`src/hw/rtl/rln_pkg.sv`:
```
// Shared types, constants and helpers of the residual layer-norm block.
package rln_pkg;

	localparam int MAX_ROW = 64;
	localparam int IDX_W = $clog2(MAX_ROW);
	localparam int CNT_W = $clog2(MAX_ROW + 1);
	localparam int ENTRY_W = 64;
	localparam int PADDR_W = 4;

	localparam logic [1:0] REG_FIRST_SCALE  = 2'd0;
	localparam logic [1:0] REG_SECOND_SCALE = 2'd1;
	localparam logic [1:0] REG_OUTPUT_SCALE = 2'd2;
	localparam logic [1:0] REG_EPSILON      = 2'd3;

	typedef struct packed {
		logic signed [7:0]  first_operand;
		logic signed [7:0]  second_operand;
		logic signed [15:0] gain;
		logic signed [15:0] offset;
		logic               row_end;
	} item_t;

	typedef struct packed {
		logic signed [7:0] quantized;
		logic              row_done;
	} result_t;

	typedef struct packed {
		logic        start;
		logic [63:0] dividend;
		logic [63:0] divisor;
	} div_req_t;

	typedef struct packed {
		logic        done;
		logic [63:0] quotient;
	} div_rsp_t;

	typedef enum logic [3:0] {
		ST_IDLE, ST_SQ, ST_ACC, ST_MEAN, ST_MEAN_W, ST_MSQ, ST_MSQ_W, ST_VAR,
		ST_SQRT, ST_RS, ST_RS_W, ST_E_RD, ST_E_Z, ST_E_G, ST_E_Q, ST_E_PUSH
	} state_t;

	// p / 2^sh rounded to nearest, ties to even
	function automatic logic [63:0] round_shift(input logic [63:0] p, input int unsigned sh);
		logic [63:0] q;
		logic [63:0] rem;
		logic [63:0] half;
		logic [63:0] mask;
		mask = (64'd1 << sh) - 64'd1;
		half = 64'd1 << (sh - 1);
		q = p >> sh;
		rem = p & mask;
		if (rem > half || (rem == half && q[0])) begin
			q = q + 64'd1;
		end
		return q;
	endfunction

endpackage

```
`src/hw/rtl/rln_div.sv`:
```
// Iterative 64 by 64 bit unsigned restoring divider, one quotient bit a cycle.
module rln_div
	import rln_pkg::*;
(
	input  logic     clk,
	input  logic     arst_n,
	input  div_req_t req,
	output div_rsp_t rsp
);

	logic        busy_q;
	logic        done_q;
	logic [6:0]  cnt_q;
	logic [64:0] rem_q;
	logic [63:0] quo_q;
	logic [63:0] den_q;
	logic [64:0] rem_sh;
	logic        fits;

	assign rem_sh = {rem_q[63:0], quo_q[63]};
	assign fits = rem_sh >= {1'b0, den_q};

	always_ff @(posedge clk or negedge arst_n) begin
		if (!arst_n) begin
			busy_q <= 1'b0;
			done_q <= 1'b0;
			cnt_q  <= '0;
		end else begin
			done_q <= 1'b0;
			if (req.start) begin
				busy_q <= 1'b1;
				cnt_q  <= '0;
			end else if (busy_q) begin
				cnt_q <= cnt_q + 7'd1;
				if (cnt_q == 7'd63) begin
					busy_q <= 1'b0;
					done_q <= 1'b1;
				end
			end
		end
	end

	always_ff @(posedge clk) begin
		if (req.start) begin
			rem_q <= '0;
			quo_q <= req.dividend;
			den_q <= req.divisor;
		end else if (busy_q) begin
			rem_q <= fits ? rem_sh - {1'b0, den_q} : rem_sh;
			quo_q <= {quo_q[62:0], fits};
		end
	end

	assign rsp.done = done_q;
	assign rsp.quotient = quo_q;

endmodule

```
`config.mk`:
```
export PLATFORM = sky130hd
export DESIGN_NAME = rln_div
export DESIGN_NICKNAME = d
export VERILOG_FILES = /design/src/hw/rtl/rln_pkg.sv /design/src/hw/rtl/rln_div.sv
export SDC_FILE = /design/constraint.sdc
export NUM_CORES = 1
export LEC_CHECK = 0
export BUFFER_PORTS_ARGS = -buffer_cell sky130_fd_sc_hd__buf_2
export CORE_MARGIN = 2
export CORE_UTILIZATION = 33
export DETAILED_ROUTE_END_ITERATION = 8
export SYNTH_ARGS = -nofsm -noshare
export SYNTH_HDL_FRONTEND = slang
export SYNTH_SLANG_ARGS = --single-unit
```
`constraint.sdc`:
```
create_clock -name clk -period 6.78 [get_ports clk]
set_input_delay 1.017 -clock clk [delete_from_list [all_inputs] [get_ports clk]]
set_output_delay 1.017 -clock clk [all_outputs]
set_load 0.02 [all_outputs]
```
### Word level (Yosys, flattened, before mapping)

Cells that the tools add are included.

* flip-flop bits (word level): 201
* bits in latches: 0
* memory bits (writable): 0
* memory bits (read-only): 0
* bits of input ports: 131
* output and inout bits: 65
* word-level logic and storage cells: 22
* memories: 0

* add/sub/neg operators: 2
* multiply operators: 0
* div/mod/pow operators: 0
* order comparisons: 1
* equal/unequal tests: 1
* shift operators: 0
* multiplexer cells: 11
* bitwise logic cells: 0
* reductions and logical operators: 1

Operators with widths (number)
* two-way mux 64 bit: 3
* greater-or-equal comparator 65 x 64 -> 1 bit: 1
* subtractor 64 bit: 1
* two-way mux 7 bit: 2
* adder 7 x 1 -> 7 bit, second input constant: 1
* == test 7 x 6 -> 1 bit, second input constant: 1
* two-way mux 1 bit: 6
* nonzero test 2 bit: 1

### Longest topological paths before layout

Gate-level depths: netlist of the first run.

* word-level depth: 4
* gate-level depth with buffers: 16
* mapped depth without buffers: 14

### Worst setup path after synthesis of the first run

Ideal clock, no wire load.

* path type: register to register
* start point: reg quo_q[63]
* end point: reg rem_q[60]
* setup time: 0.103 ns
* data arrival time: 3.077 ns
* data required time: 6.677 ns
* setup slack: 3.600 ns
* cell stages (with the launch flop): 15
* path buffers: 0
* period minus slack after synthesis: 3.180 ns
* cells stage by stage: edfxtp_1 -> inv_1 -> ha_1 -> fa_1 -> nor2b_1 -> o21bai_1 -> a2111oi_0 -> a211o_1 -> a211oi_2 -> o21ai_2 -> o221ai_2 -> nor3_1 -> mux2i_1 -> nor2_1 -> a2111oi_2

* cells in the longest elaborated chain, start to end: 2
* elaborated cells between the ends (all ways): 3
* those cells by class: add/sub (1); order compare (1); mux (1)

RTL lines
* start, declared: line rln_div.sv:15 `logic [63:0] quo_q;`
* start signal, assigned: line rln_div.sv:46 `quo_q <= req.dividend;`
* start signal, assigned: line rln_div.sv:50 `quo_q <= {quo_q[62:0], fits};`
* subtractor 64 bit / greater-or-equal comparator 65 x 64 -> 1 bit (equally long branches): line rln_div.sv:49, rln_div.sv:21
* two-way mux 64 bit *: line rln_div.sv:49 `rem_q <= fits ? rem_sh - {1'b0, den_q} : rem_sh;`
* end signal, assigned: line rln_div.sv:49
* end, declared: line rln_div.sv:14 `logic [64:0] rem_q;`

Mark *: on every way between the ends. The rest lies on a longest branch, timed or not.
A chain may end at the register's enable or synchronous reset.

### Worst setup path in the final report of the first run

* start point: reg den_q[1]
* end point: reg rem_q[8]

* cells in the longest elaborated chain, start to end: 2
* elaborated cells between the ends (all ways): 3
* those cells by class: add/sub (1); order compare (1); mux (1)

RTL lines
* start, declared: line rln_div.sv:16 `logic [63:0] den_q;`
* start signal, assigned: line rln_div.sv:47 `den_q <= req.divisor;`
* subtractor 64 bit / greater-or-equal comparator 65 x 64 -> 1 bit (equally long branches): line rln_div.sv:49, rln_div.sv:21
* two-way mux 64 bit *: line rln_div.sv:49

Marked as above.

==> results by group, run 1 <==
STA
  • RSZ-0062 raised after global routing: false
  • Final setup fails: 0
  • Setup TNS: 0 ns
  • Minimum clock period: 3.96 ns
  • Fin. Hold Viols: 0
  • Final period util: 0.584
  • Worst rel slew slack: 0.442
  • F_max: 0.253 GHz
  • Clk_skew: 0.0225 ns
  • Max-slew violation count: 0
  • Worst-Margin Slew: 0.837 ns

Route
  • Drt total wl: 31600 um
  • Met2 Routed Length: 13900 um
  • Via/cell ratio: 5.21
  • Pre-Repair DR Iteration Count: 5
  • Detailed-route via count: 9559
  • Avg WL per Cell: 17.2 um
  • Routed length on met3: 2730 um
  • Initial DRC count: 538
  • Post-route DRC: 0
  • Antenna viol nets, final: 0
  • Top layer in use: met5
  • Routed length on met1: 14100 um

Setup path
  • CP max FO: 41
  • WP data required: 7.21 ns
  • Endpoint class of the critical path: flop
  • Arrival @ worst endpoint: 4.39 ns
  • Critical Path Source Type: flop
  • Critical path class: flop to flop

Power and ir drop
  • Pwr per Cell Area: 382 nW/um^2
  • Maximum VDD drop: 200 uV
  • Leakage power: 5.93 nW

Yosys
  • Largest area contributor in the netlist: edfxtp_1
  • Avg Cell Area, Syn: 9.89 um^2
  • Ys flop type: edfxtp_1
  • Yosys reg bits: 201
  • Seq/Total Area, Yosys: 0.452
  • Post-Syn Instances: 1197
  • Post-synth EDFFs: 128
  • Async S/R FF share, synth: 0.0448
  • Ys Warns: 0
  • Syn_nets: 1394
  • Netlist Area Pre-Place: 11800 um^2
  • Synth area leaders: edfxtp_1, dfxtp_1, ha_1
  • Cell variety after synth: 74
  • Area share of the largest cell type after synthesis: 0.325

Clocking
  • Post-CTS Setup Inserts: 0
  • Clk root buf: clkbuf_16
  • CTS tree: done
  • Clk Latency, worst-skew pair: 0.55 ns
  • Num CTS Buffers: 25
  • Clk slew on worst S/H paths: 0.06 ns
  • CTS-repair resized insts: 0
  • CTS Sinks: 201
  • H-tree levels: 1
  • Maximum clock insertion buffer count: 3
  • # hold bufs at CTS: 0

Placed design
  • Post-Place Cells: 1787
  • Dpl cell area: 13100 um^2
  • Post-DP HPWL: 22900 um
  • IO Port Bufs: 195
  • RePlAce Congestion: 0.872

Global route
  • Grt total ovfl: 0
  • Total GRT Usage: 0.167
  • Global-route wire length before repair: 51500 um
  • Initial antenna violation count: 5
  • Maximum number of pins on one net before global-route repair: 70
  • Vias in the first global route: 9617

Cells and area
  • # nets final: 1550
  • Area grow syn2layout: 17.5%
  • Leading cell types in the layout, fill and taps excluded: buf_2, nand2_1, edfxtp_1
  • Most common cell after layout, fill and taps aside: buf_2
  • Final Non-Filler Cells: 1834
  • Fraction of layout instances using a drive strength above 1: 0.241
  • Fin area: 13900 um^2

Floorplan
  • Num rows: 69
  • DIE AREA: 37400 um^2
  • Initial core utilization: 0.334
  • Core Area: 35500 um^2
  • Die X: 193 um
  • Ports: 196
  • Chip height: 193 um

Worst hold path
  • Worst Hold Class: input pin to asynchronous set/reset pin

Outcome
  • Outcome: completed

Job
  • Max-Cap Viols: 0
worst max-delay path, cell delays in order (launching register included):
cell	delay, ns
edfxtp_1	0.42
inv_1	0.08
ha_1	0.23
nor2b_1	0.15
o31a_1	0.28
o22ai_2	0.20
o221ai_2	0.18
a221oi_4	0.42
o21ai_4	0.15
a21oi_4	0.24
o31a_2	0.53
buf_4	0.53
nand2_1	0.10
a311oi_1	0.31
kinds of logic after synthesis:
group,synth area share
simple gates,0.132
compound gates,0.184
flops,0.452
buf+inv,0.0531
mux,0.0642
fa+ha+maj,0.0704
xor+xnor,0.0451
layout make-up:
cell class              instances  area [um^2]
diodes                          2         5.00
clock buffers                  27          633
clock inverters                18          141
fillers                      3539        21600
inverters                      80          300
multi-input cells             844         5870
flip-flops and latches        201         5350
well taps                     461          577
repair buffers                201         1030
routing by layer:
metal  global-route usage  vias up
met5                    0        -
met4               0.0478        6
met3               0.0533       52
met2                0.262      333
met1                0.220     4491
li1                     -     4677
worst paths after layout:
kind                            startpoint  slack (ns)  cells past startpoint   endpoint
worst max-delay path              den_q[1]        2.82                     13   rem_q[8]
worst min-delay path                arst_n        0.31                      1   cnt_q[4]
worst max register to register    den_q[1]        2.82                     13   rem_q[8]
worst min register to register   rem_q[27]        0.50                      2  rem_q[28]
max in group asynchronous           arst_n        6.24                      1     busy_q
min in group clk                 rem_q[27]        0.50                      2  rem_q[28]
per-stage QoR:
| step | hold WS [ns] | setup WS, ns | power [mW] | util |
|---|---|---|---|---|
| 2_1_floorplan | 0.450 | 3.60 | 3.50 | - |
| 3_3_place_gp | 0.471 | 2.97 | 4.01 | 0.370 |
| 3_5_place_dp | 0.484 | 2.86 | 4.03 | 0.370 |
| 4_1_cts | 0.298 | 2.81 | 5.35 | 0.392 |
| 5_1_grt | 0.314 | 2.53 | 5.69 | 0.392 |
| 6_report | 0.315 | 2.82 | 5.31 | 0.392 |
flip-flops by register name (all words and copies together) (netlist names):
signal,count
busy_q,1
quo_q,64
rem_q,64
den_q,64
done_q,1
cnt_q,7
power by group:
group / internal (mW) / switching, mW
clock: 0.747 / 0.537
combinational: 0.902 / 1.40
sequential: 1.55 / 0.173
total: 3.20 / 2.11
synthesized netlist by cell type (8+ instances only):
master	count
nand3_1	19
a21oi_1	77
inv_1	80
o21ai_0	44
nand4_1	25
nand2_1	138
o21a_1	11
o21bai_1	14
nor3_1	11
a311oi_1	40
buf_2	19
or3_1	10
clkbuf_1	42
nor2b_1	8
mux2_2	64
nor2_1	102
dfrtp_1	9
dfxtp_1	64
a211oi_1	14
a21o_1	37
xnor2_1	36
edfxtp_1	128
xor2_1	25
ha_1	65
buf_4	9
Power figures use the tool's default switching activity.
==> run 2, diff against run 1 <==
ABC_AREA = 1   (was default)
clock period = 3.7 ns   (was 6.78 ns; I/O delays follow)
==> run 2 against run 1 <==
  * Design area up 21%
  * Global-route usage up 4.6 points
  * First-iteration DRC count up 51%
  * Sequential share of layout area down 6.6 points
  * Largest cell class unchanged
  * Largest power group is now sequential cells
  * Highest routed layer unchanged
==> results by group, run 2 <==
Cells and area
  • Largest regs: den_q: 64 flops, quo_q: 64 flops, rem_q: 64 flops
  • Most common cell after layout, fill and taps aside: nand2_1
  • Fraction of layout instances using a drive strength above 1: 0.128
  • Fin area: 16800 um^2
  • Leading cell types in the layout, fill and taps excluded: nand2_1, inv_1, buf_2
  • Layout Utilization: 0.390
  • # nets final: 2568
  • Area grow syn2layout: 16.6%

Global route
  • Maximum number of pins on one net before global-route repair: 66
  • Grt total ovfl: 0
  • Global-route wire length before repair: 75000 um
  • Vias in the first global route: 13600
  • Total GRT Usage: 0.213
  • Initial antenna violation count: 5

Clocking
  • CTS tree: done
  • Maximum clock insertion buffer count: 3
  • Clk root buf: clkbuf_16
  • Clk slew on worst S/H paths: 0.07 ns
  • # hold bufs at CTS: 1
  • Clk Latency, worst-skew pair: 0.56 ns
  • Post-CTS Setup Inserts: 0
  • H-tree levels: 1
  • CTS-repair resized insts: 0
  • CTS Sinks: 201
  • Num CTS Buffers: 25

STA
  • Worst-Margin Slew: 0.934 ns
  • F_max: 0.339 GHz
  • Max-slew violation count: 0
  • Minimum clock period: 2.95 ns
  • Setup TNS: 0 ns
  • Clk_skew: 0.0166 ns
  • Final period util: 0.798
  • Worst rel slew slack: 0.377
  • Fin. Hold Viols: 0
  • Setup slack after layout: 0.749 ns
  • RSZ-0062 raised after global routing: false
  • Final setup fails: 0

Route
  • Antenna viol nets, final: 0
  • Via/cell ratio: 4.62
  • Initial DRC count: 812
  • Pre-Repair DR Iteration Count: 5
  • Post-route DRC: 0
  • Drt total wl: 47800 um
  • Avg WL per Cell: 16.0 um
  • Detailed-route via count: 13700

Floorplan
  • Num rows: 76
  • Core Area: 43100 um^2
  • Chip height: 213 um
  • DIE AREA: 45300 um^2
  • Die X: 213 um
  • Initial core utilization: 0.334
  • Ports: 196

Setup path
  • WP data required: 4.15 ns
  • CP Depth: 19
  • Slowest cell on the critical path: buf_4
  • Max stage delay on crit path: 0.62 ns
  • Endpoint class of the critical path: flop
  • Cell family with most CP delay: simple AND/OR/NAND/NOR gates
  • Critical Path Source Type: flop
  • Worst path most repeated cell: nand2_1
  • Crit path buf inv count: 4
  • Crit path cell chain: inv_1, ha_1, nand2_1, inv_1, nand2_1, nand2_1, nand2_1, nand3_2, nand2_1, nand2_1, nand2_2, nand2_2, nand2_4, buf_4, nand3_1, nand2_1, inv_1, nand2_1, nand2_1
  • Depth of the worst register-to-register path: 19
  • CP max FO: 65
  • Critical path class: flop to flop
  • Arrival @ worst endpoint: 3.40 ns

Yosys
  • Ys Warns: 0
  • Syn_nets: 2377
  • Netlist Area Pre-Place: 14400 um^2
  • Synth area leaders: edfxtp_1, nand2_1, inv_1
  • Seq/Total Area, Yosys: 0.371
  • Cell variety after synth: 42
  • Post-Syn Instances: 2180
  • Post-synth top cells: nand2_1, inv_1, nand3_1
  • Area share of the largest cell type after synthesis: 0.267
  • Avg Cell Area, Syn: 6.61 um^2
  • Largest area contributor in the netlist: edfxtp_1
  • Top-count cell post-synth: nand2_1
  • Yosys reg bits: 201
  • Async S/R FF share, synth: 0.0448
  • Ys flop type: edfxtp_1
  • Post-synth EDFFs: 128

Worst hold path
  • Worst Hold Class: input pin to flop
  • Hold Path Stages: 1

Placed design
  • Dpl cell area: 16000 um^2
  • RePlAce Congestion: 0.957
  • Setup WS pre-CTS: 0.724 ns
  • IO Port Bufs: 195
  • Post-DP HPWL: 38200 um

Power and ir drop
  • P_int: 4.28 mW
  • Power share of the clock group: 0.412
  • Switching share of power: 0.281
  • Combinational fraction of design power: 0.150
  • Leakage power: 9.35 nW
  • Maximum VDD drop: 321 uV
  • Pwr per Cell Area: 355 nW/um^2
  • Seq pwr share: 0.438
  • P_sw: 1.68 mW

Job
  • Max-Cap Viols: 0

Outcome
  • Outcome: completed
[run 2: cell count changes in the layout (fill, tap and decap cells not counted), sizes merged, moves of 16 or more]
cell / previous run / this run
nand3: 19 / 149
a21o: 37 / 2
nor2: 102 / 118
xor2: 25 / 3
mux2: 64 / 0
nand3b: 1 / 36
a311oi: 40 / 0
nand2: 138 / 927
a211oi: 17 / 1
a21oi: 78 / 56
inv: 81 / 446
[run 2: power by group through the flow]
stage	combinational, mW	sequential (mW)	clock [mW]
2_1_floorplan	0.494	2.72	0
3_3_place_gp	0.893	2.65	0
3_5_place_dp	0.901	2.65	0
4_1_cts	0.903	2.61	2.55
5_1_grt	1.01	2.62	2.61
6_report	0.894	2.61	2.46
[run 2: metal layers]
| layer | vias up | global-route usage | wire length (um) |
|---|---|---|---|
| met3 | 75 | 0.0429 | 3140 |
| met2 | 389 | 0.353 | 21200 |
| met5 | - | 0 | 41 |
| met1 | 6235 | 0.283 | 22000 |
| li1 | 7041 | - | - |
| met4 | 6 | 0.0571 | 1400 |
[run 2: layout make-up]
class	count	area (um^2)
antenna	3	7.51
tap	585	732
timing repair buffer	213	1130
multi-input combinational	1484	7080
fill	4711	26300
clock inverter	7	55.1
sequential	201	5350
inverter	446	1680
clock buffer	39	769
[run 2: per-stage QoR]
stage	instances	hold WS, ns	total power, mW
floorplan	2180	0.259	3.21
global placement	2928	0.419	3.54
detailed placement	2928	0.423	3.55
CTS	2975	0.124	6.06
global route	2975	0.142	6.24
finish	2978	0.164	5.96
[run 2: path summary, 6_finish.rpt]
kind | endpoint | slack (ns) | startpoint
max in group asynchronous | cnt_q[0] | 3.10 | arst_n
setup reg to reg | rem_q[63] | 0.75 | den_q[4]
hold reg to reg | rem_q[29] | 0.47 | rem_q[29]
hold / removal | den_q[45] | 0.16 | req[45]
min in group asynchronous | cnt_q[5] | 0.40 | arst_n
setup / recovery | rem_q[63] | 0.75 | den_q[4]
[run 2: cell families (layout without fill, tap and decap cells)]
| group | Yosys count | count (layout) | synth area share |
|---|---|---|---|
| adders and majority gates | 66 | 66 | 0.0578 |
| other | 0 | 3 | 0 |
| and+or+nand+nor | 1271 | 1271 | 0.371 |
| AOI/OAI and AO/OA | 116 | 116 | 0.0433 |
| DFF | 201 | 201 | 0.371 |
| buffers and inverters | 495 | 705 | 0.138 |
| xor gates and xnor gates | 31 | 31 | 0.0188 |
