--- src/hw/rtl/rln_ram.sv ---
// Generic single-port-write, registered-read RAM.
module rln_ram #(
	parameter int WIDTH = 8,
	parameter int DEPTH = 16
) (
	input  logic                     clk,
	input  logic                     we,
	input  logic [$clog2(DEPTH)-1:0] waddr,
	input  logic [WIDTH-1:0]         wdata,
	input  logic                     re,
	input  logic [$clog2(DEPTH)-1:0] raddr,
	output logic [WIDTH-1:0]         rdata
);

	logic [WIDTH-1:0] mem_q [DEPTH];

	always_ff @(posedge clk) begin
		if (we) begin
			mem_q[waddr] <= wdata;
		end
		if (re) begin
			rdata <= mem_q[raddr];
		end
	end

endmodule

--- config.mk ---
export PLATFORM = sky130hd
export DESIGN_NAME = rln_ram
export DESIGN_NICKNAME = d
export VERILOG_FILES = /design/src/hw/rtl/rln_ram.sv
export SDC_FILE = /design/constraint.sdc
export NUM_CORES = 1
export LEC_CHECK = 0
export BUFFER_PORTS_ARGS = -buffer_cell sky130_fd_sc_hd__buf_2
export CAP_MARGIN = 20
export CORE_MARGIN = 4
export CORE_UTILIZATION = 65
export DETAILED_ROUTE_END_ITERATION = 6
export GPL_ROUTABILITY_DRIVEN = 0
export PLACE_DENSITY = 0.86
export SLEW_MARGIN = 20
export SYNTH_ARGS = -nofsm -noshare
export SYNTH_HDL_FRONTEND = slang
export SYNTH_SLANG_ARGS = --single-unit
--- constraint.sdc ---
create_clock -name clk -period 5.26 [get_ports clk]
set_input_delay 1.052 -clock clk [delete_from_list [all_inputs] [get_ports clk]]
set_output_delay 1.052 -clock clk [all_outputs]
set_load 0.02 [all_outputs]
# ---- After elaboration in Yosys (flattened, before gate mapping)
# Memory sizes are Yosys's and may differ from the RTL's. A register that Yosys moved wholly into a read port is not among the register bits.
# Cells that the tools add are included.
# Widths: inputs -> output; s select.
dict set report totals {
  rom_bits 0
  latch_bits 0
  ramBits 128
  memories 1
  regBits 0
  word_cells 3
  out_inout_bits 8
}
dict set report op_classes {
  n_bitwise 0
  order_cmp 0
  add_sub_neg 0
  muxes 2
  n_eq_ne 0
  shift 0
  n_div 0
  n_mul 0
  n_reduce_logical 0
}
# memory depth width read_ports rd_ports_with_merged_regs wr line_no
set memory_table {}
lappend memory_table {mem_q 16 8 1 1 1 15} ;# logic [WIDTH-1:0] mem_q [DEPTH];
# op n
set ops {}
lappend ops {{$mux 1} 2}

# ---- Logic depth before layout (Yosys ltp)
# Gate-level depths: netlist of run 1.
dict set report depth {
  word_depth 2
  mapped_depth 5
  mapped_depth_nobuf 3
}

# ---- Worst setup path after synthesis of run 1
# Ideal clock, no wire load.
dict set report synth_timing {
  path_kind {input-to-reg}
  startpoint {input waddr[2]}
  endpoint {memory mem_q[0][0] (enable)}
  arrival_ns 2.162
  stages 2
  path_buffers 0
  setup_time_ns 0.383
  path_slack_ns 2.715
  t_required_ns 4.877
  path_cell_list {or3b_2 -> nor3_1}
}
# element line_no
set synth_rtl {}
lappend synth_rtl {{from (decl)} 8} ;# input logic [$clog2(DEPTH)-1:0] waddr,
lappend synth_rtl {{to (decl)} 15}
# Straight into the memory's write port.

==> impl_summary.log, run 1 <==
[metrics] required time at the worst-slack endpoint: 5.51 ns
[metrics] endpoint of the lowest-slack register-to-register path: rdata[2]$_DFFE_PP_
[metrics] number of pins with negative max-slew slack in the final report: 0
[metrics] Crit path depth: 4
[metrics] average size of a mapped cell: around 23 um2
[metrics] CP Data Arrival Time: roughly 2.6 ns
[metrics] commonest non-fill, non-tap cells in the layout: 136 x sky130_fd_sc_hd__edfxtp_1, 25 x sky130_fd_sc_hd__buf_2, 18 x sky130_fd_sc_hd__mux4_2, 16 x sky130_fd_sc_hd__a22oi_1, 16 x sky130_fd_sc_hd__clkbuf_16
[metrics] total setup violations reported at the end of the flow: 0
[metrics] largest net degree at the start of global routing: 33
[metrics] unrepaired setup endpoints after global routing: no
[metrics] Clock Sinks: between 100 and 150
[metrics] final cell count without fillers: 382
[metrics] remaining max-slew budget at the tightest pin: 22.9%
[metrics] status: completed
[metrics] global-route wire length before repair: 17100 um
[metrics] maximum fanout along the worst path: 32
[metrics] Peak Freq: 429 MHz
[metrics] Worst Path Class, Setup: primary input to flip-flop
[metrics] TritonCTS buffer count: 17
[metrics] number of post-CTS setup repair buffers: 0
[metrics] sequential element share of the synthesized area: 78.1%
[metrics] number of placement rows: 32
[metrics] routed wire length: 11300 um
[metrics] max-capacitance violation count: 0
[metrics] Pre-Repair DR Iteration Count: 5
[metrics] height of the die: 97.7 um
[metrics] routed via count: 2593
[metrics] crit-path cells: buf_4 -> mux4_1 -> a22oi_1 -> nand2_1
[metrics] post-layout total power: 2550 uW
[metrics] P per Cell Area: 424 nW/um2
[metrics] clock-pin transition on the worst setup and hold timing paths: 0.06 ns
[metrics] Synth Register Bits: 136
[metrics] worst-margin pin slew: 1.15 ns
[metrics] post-route core utilization: 77.6%
[metrics] CTS tree: yes
[metrics] ANT cells: 0
[metrics] leakage dissipation: between 0.002 and 0.0025 uW
[metrics] number of global-route vias before repair: 2674
[metrics] Critical Path Source: raddr[0]
[metrics] Worst R2R Setup Slack: around 3.7 ns
[metrics] overall die width: 97.7 um
[metrics] All-Layer GR Usage: between 20% and 30%
[metrics] total congestion overflow after global routing: 0
[metrics] worst reg2reg path depth: 3
[metrics] Max H-tree Level: 4
[metrics] count of boundary I/O pins: 27
[metrics] crit-path max cell delay: 0.64 ns
[metrics] Vias per Instance: 6.79
[metrics] total core area: 7770 um2
[metrics] combined buffer and inverter count along the critical path: 1
[metrics] Post-layout nets: roughly 290
[metrics] maximum vdd drop: 278 uV
[metrics] proportion of layout cells with a drive suffix above 1: 28.2%
[metrics] period utilisation layout: roughly 44%
[metrics] synthesized area: 5230 um2
[metrics] count of input and output buffers: 26
[metrics] detailed-placement wirelength estimate: 5760 um
[metrics] reg2reg start: mem_q[3][2]$_DFFE_PP_
[metrics] starting utilization of the core area: 67.3%
[metrics] final hold violation count: 0
[metrics] hold-fix buffer count after cts: 0
[metrics] total negative slack for setup checks: 0 ns
[metrics] P&R area growth vs syn: 15.3%
[metrics] placed instance count: between 300 and 400
[metrics] hold_ws: 0.784 ns
[metrics] post-cts resize count: 0
[metrics] syn nets: 248
[metrics] clock insertion delay at the later pin of the skew report: 0.52 ns
[metrics] clk root buf: sky130_fd_sc_hd__clkbuf_8
[metrics] number of design-rule violations left by the first detailed-router iteration: ~270
[metrics] Cell variety after synth: 18
[metrics] number of warnings printed during yosys synthesis: 0
[metrics] initial antenna violation count: 0
[metrics] per-cell routed wire length: ~29 um
[metrics] number of nets still failing antenna checks after routing: 0
[metrics] endpoint type of the worst setup path: flip-flop
[metrics] Max Buffers Root-to-Sink: 2
[metrics] critical path startpoint category: primary input
[metrics] gate family responsible for the most delay along the worst path: multiplexers
[metrics] class of the tightest hold or removal check: flip-flop to flip-flop
[metrics] minimum clock period: 2.33 ns
[metrics] Slowest cell on crit path: sky130_fd_sc_hd__mux4_1
[metrics] number of instances in the synthesized netlist: around 230
[metrics] clock tree skew after final layout: 0.00853 ns
[metrics] Critical Path End: rdata[5]$_DFFE_PP_
[metrics] most common cell after layout, fill and taps aside: sky130_fd_sc_hd__edfxtp_1
[metrics] die outline area: 9540 um2
[metrics] DRC: 0
-- kinds of logic (layout without fill, tap and decap cells) --
| family | count (synthesis) | after routing | synth area share, % |
|---|---|---|---|
| and+or+nand+nor | 35 | 35 | 3.14 |
| AOI/OAI and AO/OA | 16 | 16 | 2.30 |
| buffers and inverters | 10 | 61 | 1.65 |
| DFF | 136 | 136 | 78.1 |
| muxes | 32 | 32 | 14.8 |
-- worst reg2reg max path: stages, from the launching register on --
cell	delay [ns]
sky130_fd_sc_hd__edfxtp_1	0.43
sky130_fd_sc_hd__mux4_1	0.53
sky130_fd_sc_hd__a22oi_1	0.27
sky130_fd_sc_hd__nand2_1	0.11
-- worst min-delay path by stage --
stage | from | endpoint | slack (ns) | cells past startpoint
final | mem_q[10][0]$_DFFE_PP_ | rdata[0]$_DFFE_PP_ | 0.78 | 3
after global routing | mem_q[9][0]$_DFFE_PP_ | rdata[0]$_DFFE_PP_ | 0.82 | 3
after CTS | mem_q[10][0]$_DFFE_PP_ | rdata[0]$_DFFE_PP_ | 0.79 | 3
after detailed placement | mem_q[14][4]$_DFFE_PP_ | rdata[4]$_DFFE_PP_ | 0.74 | 3
after global placement | mem_q[12][4]$_DFFE_PP_ | rdata[4]$_DFFE_PP_ | 0.73 | 3
after floorplan | mem_q[7][0]$_DFFE_PP_ | rdata[0]$_DFFE_PP_ | 0.70 | 3
-- flip-flops by register name, indices dropped and copies added, names as in the netlist --
register / count
mem_q: 128
rdata: 8
-- layer usage --
layer	global-route usage, %	share of wire, %	wire (um)	vias to the layer above
li1	-	-	-	1063
met4	9.58	2.6	298	0
met2	39.7	50	5640	195
met3	8.47	9.9	1120	28
met5	0	0	0	-
met1	35.1	37	4190	1307
-- where the power goes --
group / switching [uW] / internal, uW
combinational: 69.7 / 42.7
clock: 444 / 767
sequential: 8.77 / 1220
total: 522 / 2030
-- layout make-up --
cell class,instances,area [um2]
timing repair buffer,29,155
clock buffer,19,422
multi-input combinational,83,1060
tap,102,128
fill,382,1740
clock inverter,13,179
sequential,136,4080
-- cells in the mapped netlist --
master                            instances  area share (%)
sky130_fd_sc_hd__clkdlybuf4s25_2          3            0.57
sky130_fd_sc_hd__buf_2                    3            0.29
sky130_fd_sc_hd__buf_6                    3            0.65
sky130_fd_sc_hd__mux4_1                  14             7.0
sky130_fd_sc_hd__or3b_2                   1            0.17
sky130_fd_sc_hd__nand3b_1                 2            0.29
sky130_fd_sc_hd__and2_1                   1            0.12
sky130_fd_sc_hd__nor2b_1                  1            0.12
sky130_fd_sc_hd__edfxtp_1               136              78
sky130_fd_sc_hd__nand3_1                  1           0.096
sky130_fd_sc_hd__nand2b_1                 2            0.24
sky130_fd_sc_hd__nor3_1                   4            0.38
sky130_fd_sc_hd__nand2_1                  9            0.65
sky130_fd_sc_hd__buf_4                    1            0.14
sky130_fd_sc_hd__nor2_1                  13            0.93
sky130_fd_sc_hd__and2b_1                  1            0.14
sky130_fd_sc_hd__mux4_2                  18             7.8
sky130_fd_sc_hd__a22oi_1                 16             2.3
-- through the flow --
step                      setup WS, ns  area (um2)
after floorplan                   2.72        5230
after global placement            2.11        5430
after detailed placement          2.11        5430
final                             2.93        6030
after CTS                         2.59        6030
after global routing              2.84        6030
Power figures use the tool's default switching activity.
==> run 2: changes to the inputs <==
Settings changed: CORE_UTILIZATION 65 to 60, PLACE_DENSITY 0.86 to 0.8.
Clock period 5.26 ns to 2.35 ns, I/O delays scaled along.
==> impl_summary.log, run 2 (synthesis gave the netlist of run 1 again) <==
[metrics] commonest non-fill, non-tap cells in the layout: 136 x sky130_fd_sc_hd__edfxtp_1, 26 x sky130_fd_sc_hd__buf_2, 23 x sky130_fd_sc_hd__buf_4, 18 x sky130_fd_sc_hd__mux4_2 (was 136 x sky130_fd_sc_hd__edfxtp_1, 25 x sky130_fd_sc_hd__buf_2, 18 x sky130_fd_sc_hd__mux4_2, 16 x sky130_fd_sc_hd__a22oi_1, 16 x sky130_fd_sc_hd__clkbuf_16)
[metrics] largest net degree at the start of global routing: 21 (was 33)
[metrics] number of global-route vias before repair: 2718 (was 2674)
[metrics] Peak Freq: roughly 630 MHz
[metrics] most common cell after layout, fill and taps aside: sky130_fd_sc_hd__edfxtp_1 (unchanged)
[metrics] number of pins with negative max-slew slack in the final report: 0 (unchanged)
[metrics] remaining max-slew budget at the tightest pin: 51.2% (was 22.9%)
[metrics] height of the die: 101 um (was 97.7 um)
[metrics] hold-fix buffer count after cts: 0 (unchanged)
[metrics] final cell count without fillers: 406 (was 382)
[metrics] Vias per Instance: 6.39 (was 6.79)
[metrics] leakage dissipation: 0.00213 uW (was 0.00202 uW)
[metrics] Post-layout nets: 307 (was 286)
[metrics] total negative slack for setup checks: 0 ns (unchanged)
[metrics] final design instance area without fill: 6190 um2 (was 6030 um2)
[metrics] largest register by flop count: mem_q (unchanged)
[metrics] count of input and output buffers: 26 (unchanged)
[metrics] Clock Sinks: 136 (unchanged)
[metrics] initial antenna violation count: 0 (unchanged)
[metrics] Max H-tree Level: 4 (unchanged)
[metrics] number of post-CTS setup repair buffers: 0 (unchanged)
[metrics] Regs by FF count: mem_q: 128 flops, rdata: 8 flops (unchanged)
[metrics] placed instance count: 374 (was 350)
[metrics] Area after DPL: 5600 um2 (was 5430 um2)
[metrics] required time at the worst-slack endpoint: 2.60 ns (was 5.51 ns)
[metrics] Max Buffers Root-to-Sink: 2 (unchanged)
[metrics] critical path startpoint category: primary input (unchanged)
[metrics] clock-pin transition on the worst setup and hold timing paths: 0.06 ns (about the same)
[metrics] minimum clock period: 1.59 ns
[metrics] routed via count: 2593 (unchanged)
[metrics] unrepaired setup endpoints after global routing: no (unchanged)
[metrics] P&R area growth vs syn: 18.5% (was 15.3%)
[metrics] status: completed (unchanged)
[metrics] ANT cells: 0 (unchanged)
[metrics] final hold violation count: 0 (unchanged)
[metrics] DRC: 0 (unchanged)
[metrics] class of the tightest hold or removal check: primary input to flip-flop (was flip-flop to flip-flop)
[metrics] total core area: 8340 um2 (was 7770 um2)
[metrics] Worst Path Class, Setup: primary input to flip-flop (unchanged)
[metrics] number of nets still failing antenna checks after routing: 0 (unchanged)
[metrics] post-cts resize count: 0 (unchanged)
[metrics] total setup violations reported at the end of the flow: 0 (unchanged)
[metrics] routed wire length: 10200 um (was 11300 um)
[metrics] total congestion overflow after global routing: 0 (unchanged)
[metrics] number of design-rule violations left by the first detailed-router iteration: 282 (was 274)
[metrics] All-Layer GR Usage: 22.1% (was 25.8%)
[metrics] TritonCTS buffer count: 17 (unchanged)
[metrics] clk root buf: sky130_fd_sc_hd__clkbuf_8 (unchanged)
[metrics] global-route wire length before repair: 15700 um (was 17100 um)
[metrics] count of boundary I/O pins: 27 (unchanged)
[metrics] endpoint type of the worst setup path: flip-flop (unchanged)
[metrics] P per Cell Area: 915 nW/um2 (was 424 nW/um2)
[metrics] max-capacitance violation count: 0 (unchanged)
[metrics] number of placement rows: 33 (was 32)
[metrics] clock tree skew after final layout: 0.00441 ns (was 0.00853 ns)
[metrics] maximum fanout along the worst path: 20 (was 32)
[metrics] detailed-placement wirelength estimate: 6040 um (was 5760 um)
[metrics] clock insertion delay at the later pin of the skew report: 0.52 ns (about the same)
[metrics] overall die width: 101 um (was 97.7 um)
[metrics] maximum vdd drop: 584 uV (was 278 uV)
[metrics] FILL cells: 462 (was 382)
[metrics] CP Data Arrival Time: 1.84 ns (was 2.58 ns)
[metrics] die outline area: 10300 um2 (was 9540 um2)
[metrics] Pre-Repair DR Iteration Count: 5 (unchanged)
[metrics] starting utilization of the core area: 62.7% (was 67.3%)
[metrics] period utilisation layout: 67.7%
[metrics] max reg flops: 128 (unchanged)
[metrics] per-cell routed wire length: 25.2 um (was 29.5 um)
[metrics] proportion of layout cells with a drive suffix above 1: 32.2% (was 28.2%)
[metrics] worst-margin pin slew: 0.729 ns (was 1.15 ns)
[metrics] CTS tree: yes (unchanged)
[run 2: changes by cell type in the layout (fill, tap and decap cells not counted)]
| cell | change |
|---|---|
| sky130_fd_sc_hd__clkinv_4 | -2 |
| sky130_fd_sc_hd__buf_4 | +19 |
| sky130_fd_sc_hd__clkbuf_1 | -2 |
| sky130_fd_sc_hd__nor3_2 | -1 |
| sky130_fd_sc_hd__buf_12 | +1 |
| sky130_fd_sc_hd__nor3_1 | +1 |
| sky130_fd_sc_hd__inv_6 | +1 |
| sky130_fd_sc_hd__clkinv_2 | -2 |
| sky130_fd_sc_hd__buf_2 | +1 |
| sky130_fd_sc_hd__clkinvlp_4 | +1 |
| sky130_fd_sc_hd__clkinv_1 | +4 |
[run 2: critical path, stage by stage]
cell and delay [ns]:
sky130_fd_sc_hd__buf_2 0.16, sky130_fd_sc_hd__buf_12 0.21, sky130_fd_sc_hd__mux4_1 0.60, sky130_fd_sc_hd__a22oi_1 0.26
sky130_fd_sc_hd__nand2_1 0.12
[run 2: final timing paths]
kind,start,end,slack [ns],cells past startpoint
max,raddr[0],rdata[0]$_DFFE_PP_,0.76,5
min,re,rdata[6]$_DFFE_PP_,0.30,1
min reg2reg,mem_q[12][5]$_DFFE_PP_,rdata[5]$_DFFE_PP_,0.75,3
max reg2reg,mem_q[1][1]$_DFFE_PP_,rdata[1]$_DFFE_PP_,0.79,3
[run 2: stage by stage]
stage	total power, uW	hold slack [ns]	util [%]	worst slack [ns]
after CTS	5690	0.285	74.2	0.759
after detailed placement	3060	0.739	67.1	0.278
after global routing	5840	0.278	74.2	0.724
after floorplan	2950	0.569	-	0.387
after global placement	3050	0.722	67.1	0.283
final	5670	0.300	74.2	0.758
[run 2: area by class of cell]
cell class	instances	area, um2	area share, %
clock buffers	17	414	6.69
clock inverters	15	183	2.95
well taps	105	131	2.12
repair buffers	50	323	5.21
flip-flops and latches	136	4080	66.0
multi-input cells	83	1060	17.1
[run 2: power by group]
part           internal [uW]  switching, uW  leakage (uW)  total (uW)
Clock                   1700            950      0.000288        2650
Combinational            109            158      0.000604         267
Sequential              2730           13.9       0.00124        2750
[run 2: metal layers]
metal  vias up  track usage (%)  wire length [um]
li1       1102                -                 -
met1      1336             30.7              4230
met2       133             34.1              5070
met3        22             5.65               644
met4         0             9.41               300
met5         -                0                 0
==> run 3: changes to the inputs <==
Clock period 2.35 ns to 1.55 ns, I/O delays scaled along.
==> impl_summary.log, run 3 (synthesis gave the netlist of run 1 again) <==
[metrics] largest net degree at the start of global routing: 24 (was 21)
[metrics] global-route wire length before repair: 16200 um (was 15700 um)
[metrics] Slowest cell on crit path: sky130_fd_sc_hd__mux4_1 (unchanged)
[metrics] NetSw: 1720 uW (was 1120 uW)
[metrics] CTS tree: yes (unchanged)
[metrics] unrepaired setup endpoints after global routing: no (unchanged)
[metrics] ANT cells: 0 (unchanged)
[metrics] clock group share of total power: 44.7% (was 46.8%)
[metrics] routed wire length: 10700 um (was 10200 um)
[metrics] Vias per Instance: 6.26 (was 6.39)
[metrics] hold path depth: 1 (unchanged)
[metrics] Worst R2R Setup Slack: 0.04 ns (was 0.79 ns)
[metrics] critical path startpoint category: flip-flop (was primary input)
[metrics] class of the tightest hold or removal check: primary input to flip-flop (unchanged)
[metrics] maximum vdd drop: 647 uV (was 584 uV)
[metrics] TritonCTS buffer count: 17 (unchanged)
[metrics] most crowded layer after global routing: met2 (unchanged)
[metrics] gate family responsible for the most delay along the worst path: multiplexers (unchanged)
[metrics] minimum clock period: around 1.5 ns
[metrics] clock-pin transition on the worst setup and hold timing paths: 0.06 ns (about the same)
[metrics] met1 track demand over resource in global routing: 33.1% (was 30.7%)
[metrics] Peak Freq: 661 MHz
[metrics] P&R area growth vs syn: 18.2% (was 18.5%)
[metrics] Max H-tree Level: 4 (unchanged)
[metrics] number of nets still failing antenna checks after routing: 0 (unchanged)
[metrics] P per Cell Area: 1350 nW/um2 (was 915 nW/um2)
[metrics] count of input and output buffers: 26 (unchanged)
[metrics] total congestion overflow after global routing: 0 (unchanged)
[metrics] Storage cell area: 4080 um2 (unchanged)
[metrics] number of post-CTS setup repair buffers: 0 (unchanged)
[metrics] die outline area: 10300 um2 (unchanged)
[metrics] max-capacitance violation count: 0 (unchanged)
[metrics] crit-path cells: mux4_1 -> a22oi_1 -> nand2_1 (was buf_2 -> buf_12 -> mux4_1 -> a22oi_1 -> nand2_1)
[metrics] total core area: 8340 um2 (unchanged)
[metrics] switching fraction of total power: 20.7% (was 19.8%)
[metrics] sequential cell fraction of total power: 50.1% (was 48.5%)
[metrics] final hold violation count: 0 (unchanged)
[metrics] post-layout total power: 8320 uW (was 5670 uW)
[metrics] number of placement rows: 33 (unchanged)
[metrics] total setup violations reported at the end of the flow: 0 (unchanged)
[metrics] number of global-route vias before repair: 2657 (was 2718)
[metrics] number of design-rule violations left by the first detailed-router iteration: 239 (was 282)
[metrics] reg2reg start: mem_q[9][5]$_DFFE_PP_ (was mem_q[1][1]$_DFFE_PP_)
[metrics] worst reg2reg path depth: 3 (unchanged)
[metrics] CP Data Arrival Time: 1.76 ns (was 1.84 ns)
[metrics] area of combinational cells with multiple inputs: 1040 um2 (was 1060 um2)
[metrics] Post-layout nets: 310 (was 307)
[metrics] All-Layer GR Usage: 23.1% (was 22.1%)
[metrics] overall die width: 101 um (unchanged)
[metrics] clk root buf: sky130_fd_sc_hd__clkbuf_8 (unchanged)
[metrics] endpoint of the lowest-slack register-to-register path: rdata[5]$_DFFE_PP_ (was rdata[1]$_DFFE_PP_)
[metrics] max reg flops: 128 (unchanged)
[metrics] clock insertion delay at the later pin of the skew report: 0.51 ns (was 0.52 ns)
[metrics] starting utilization of the core area: 62.7% (unchanged)
[metrics] crit-path max cell delay: 0.51 ns (was 0.60 ns)
[metrics] hold-fix buffer count after cts: 0 (unchanged)
[metrics] largest register by flop count: mem_q (unchanged)
[metrics] combined buffer and inverter count along the critical path: 0 (was 2)
[metrics] leakage dissipation: 0.00209 uW (was 0.00213 uW)
[metrics] Hold Crit Endpoint: rdata[7]$_DFFE_PP_ (was rdata[6]$_DFFE_PP_)
[metrics] final design instance area without fill: 6180 um2 (was 6190 um2)
[metrics] detailed-placement wirelength estimate: 6170 um (was 6040 um)
[metrics] period utilisation layout: between 90% and 100%
[metrics] Clock Sinks: 136 (unchanged)
[metrics] maximum fanout along the worst path: 1 (was 20)
[metrics] combinational cell fraction of total power: 5.1% (was 4.7%)
[metrics] hold_ws: 0.191 ns (was 0.300 ns)
[metrics] commonest non-fill, non-tap cells in the layout: 136 x sky130_fd_sc_hd__edfxtp_1, 26 x sky130_fd_sc_hd__buf_2, 25 x sky130_fd_sc_hd__mux4_2, 24 x sky130_fd_sc_hd__buf_4, 16 x sky130_fd_sc_hd__clkbuf_16 (was 136 x sky130_fd_sc_hd__edfxtp_1, 26 x sky130_fd_sc_hd__buf_2, 23 x sky130_fd_sc_hd__buf_4, 18 x sky130_fd_sc_hd__mux4_2)
[metrics] hold path startpoint: re (unchanged)
[metrics] initial antenna violation count: 0 (unchanged)
[metrics] met2 Use GR: 34.8% (was 34.1%)
[metrics] clock tree skew after final layout: 0.00772 ns (was 0.00441 ns)
[metrics] height of the die: 101 um (unchanged)
[metrics] Internal Pwr Total: 6600 uW (was 4550 uW)
[metrics] status: completed (unchanged)
[metrics] number of pins with negative max-slew slack in the final report: 0 (unchanged)
[metrics] Area after DPL: 5620 um2 (was 5600 um2)
[metrics] worst-margin pin slew: 0.744 ns (was 0.729 ns)
[metrics] routed via count: 2560 (was 2593)
[metrics] most common cell after layout, fill and taps aside: sky130_fd_sc_hd__edfxtp_1 (unchanged)
[metrics] Max Buffers Root-to-Sink: 2 (unchanged)
[metrics] proportion of layout cells with a drive suffix above 1: 36.2% (was 32.2%)
[metrics] met3 demand-to-capacity share in global routing: 6.61% (was 5.65%)
[metrics] count of boundary I/O pins: 27 (unchanged)
[metrics] DRC: 0 (unchanged)
[metrics] per-cell routed wire length: 26.1 um (was 25.2 um)
[metrics] Worst Path Class, Setup: flip-flop to flip-flop (was primary input to flip-flop)
[metrics] endpoint type of the worst setup path: flip-flop (unchanged)
[metrics] FILL cells: 458 (was 462)
[metrics] Regs by FF count: mem_q: 128 flops, rdata: 8 flops (unchanged)
[metrics] required time at the worst-slack endpoint: 1.80 ns (was 2.60 ns)
[metrics] remaining max-slew budget at the tightest pin: 50.2% (was 51.2%)
[metrics] Pre-Repair DR Iteration Count: 5 (unchanged)
run 3: worst max-delay path by stage:
stage / to / from / slack, ns / depth (start not counted)
6_report: rdata[5]$_DFFE_PP_ / mem_q[9][5]$_DFFE_PP_ / 0.04 / 3
5_1_grt: rdata[2]$_DFFE_PP_ / mem_q[5][2]$_DFFE_PP_ / 0.004 / 3
4_1_cts: rdata[0]$_DFFE_PP_ / mem_q[1][0]$_DFFE_PP_ / 0.01 / 3
3_5_place_dp: rdata[1]$_DFFE_PP_ / raddr[0] / -0.33 / 5
3_3_place_gp: rdata[0]$_DFFE_PP_ / raddr[0] / -0.30 / 5
2_1_floorplan: mem_q[3][0]$_DFFE_PP_ / waddr[2] / -0.03 / 2
run 3: power groups by stage:
stage          registers (uW)  clock network (uW)  logic [uW]
6_report                 4170                3720         427
5_1_grt                  4180                3950         460
4_1_cts                  4170                3760         431
3_5_place_dp             4240                   0         424
3_3_place_gp             4240                   0         409
2_1_floorplan            4260                   0         217
run 3: area by class of cell:
cell class | count | share of cell area [%]
well taps | 105 | 2.13
repair buffers | 53 | 5.99
flip-flops and latches | 136 | 66.1
clock inverters | 13 | 2.11
clock buffers | 19 | 6.82
multi-input cells | 83 | 16.8
run 3: per-stage QoR:
stage | instances | setup slack, ns | utilization [%] | TNS [ns]
after global placement | 377 | -0.298 | 67.4 | -2.21
after detailed placement | 377 | -0.334 | 67.4 | -2.64
after global routing | 409 | 0.00363 | 74.1 | 0
final | 409 | 0.0380 | 74.1 | 0
after floorplan | 229 | -0.0261 | - | -0.751
after CTS | 409 | 0.0108 | 74.0 | 0
run 3: what timing repair did:
item | in CTS | in global routing
hold endpoints to repair | 0 | 0
endpoints found under the setup margin | 0 | 1
resized for setup | 0 | 1
run 3: routing by layer:
metal / wire length, um / vias to the layer above
met4: 150 / 0
li1: - / 1102
met2: 5310 / 137
met3: 905 / 10
met1: 4300 / 1311
met5: 0 / -
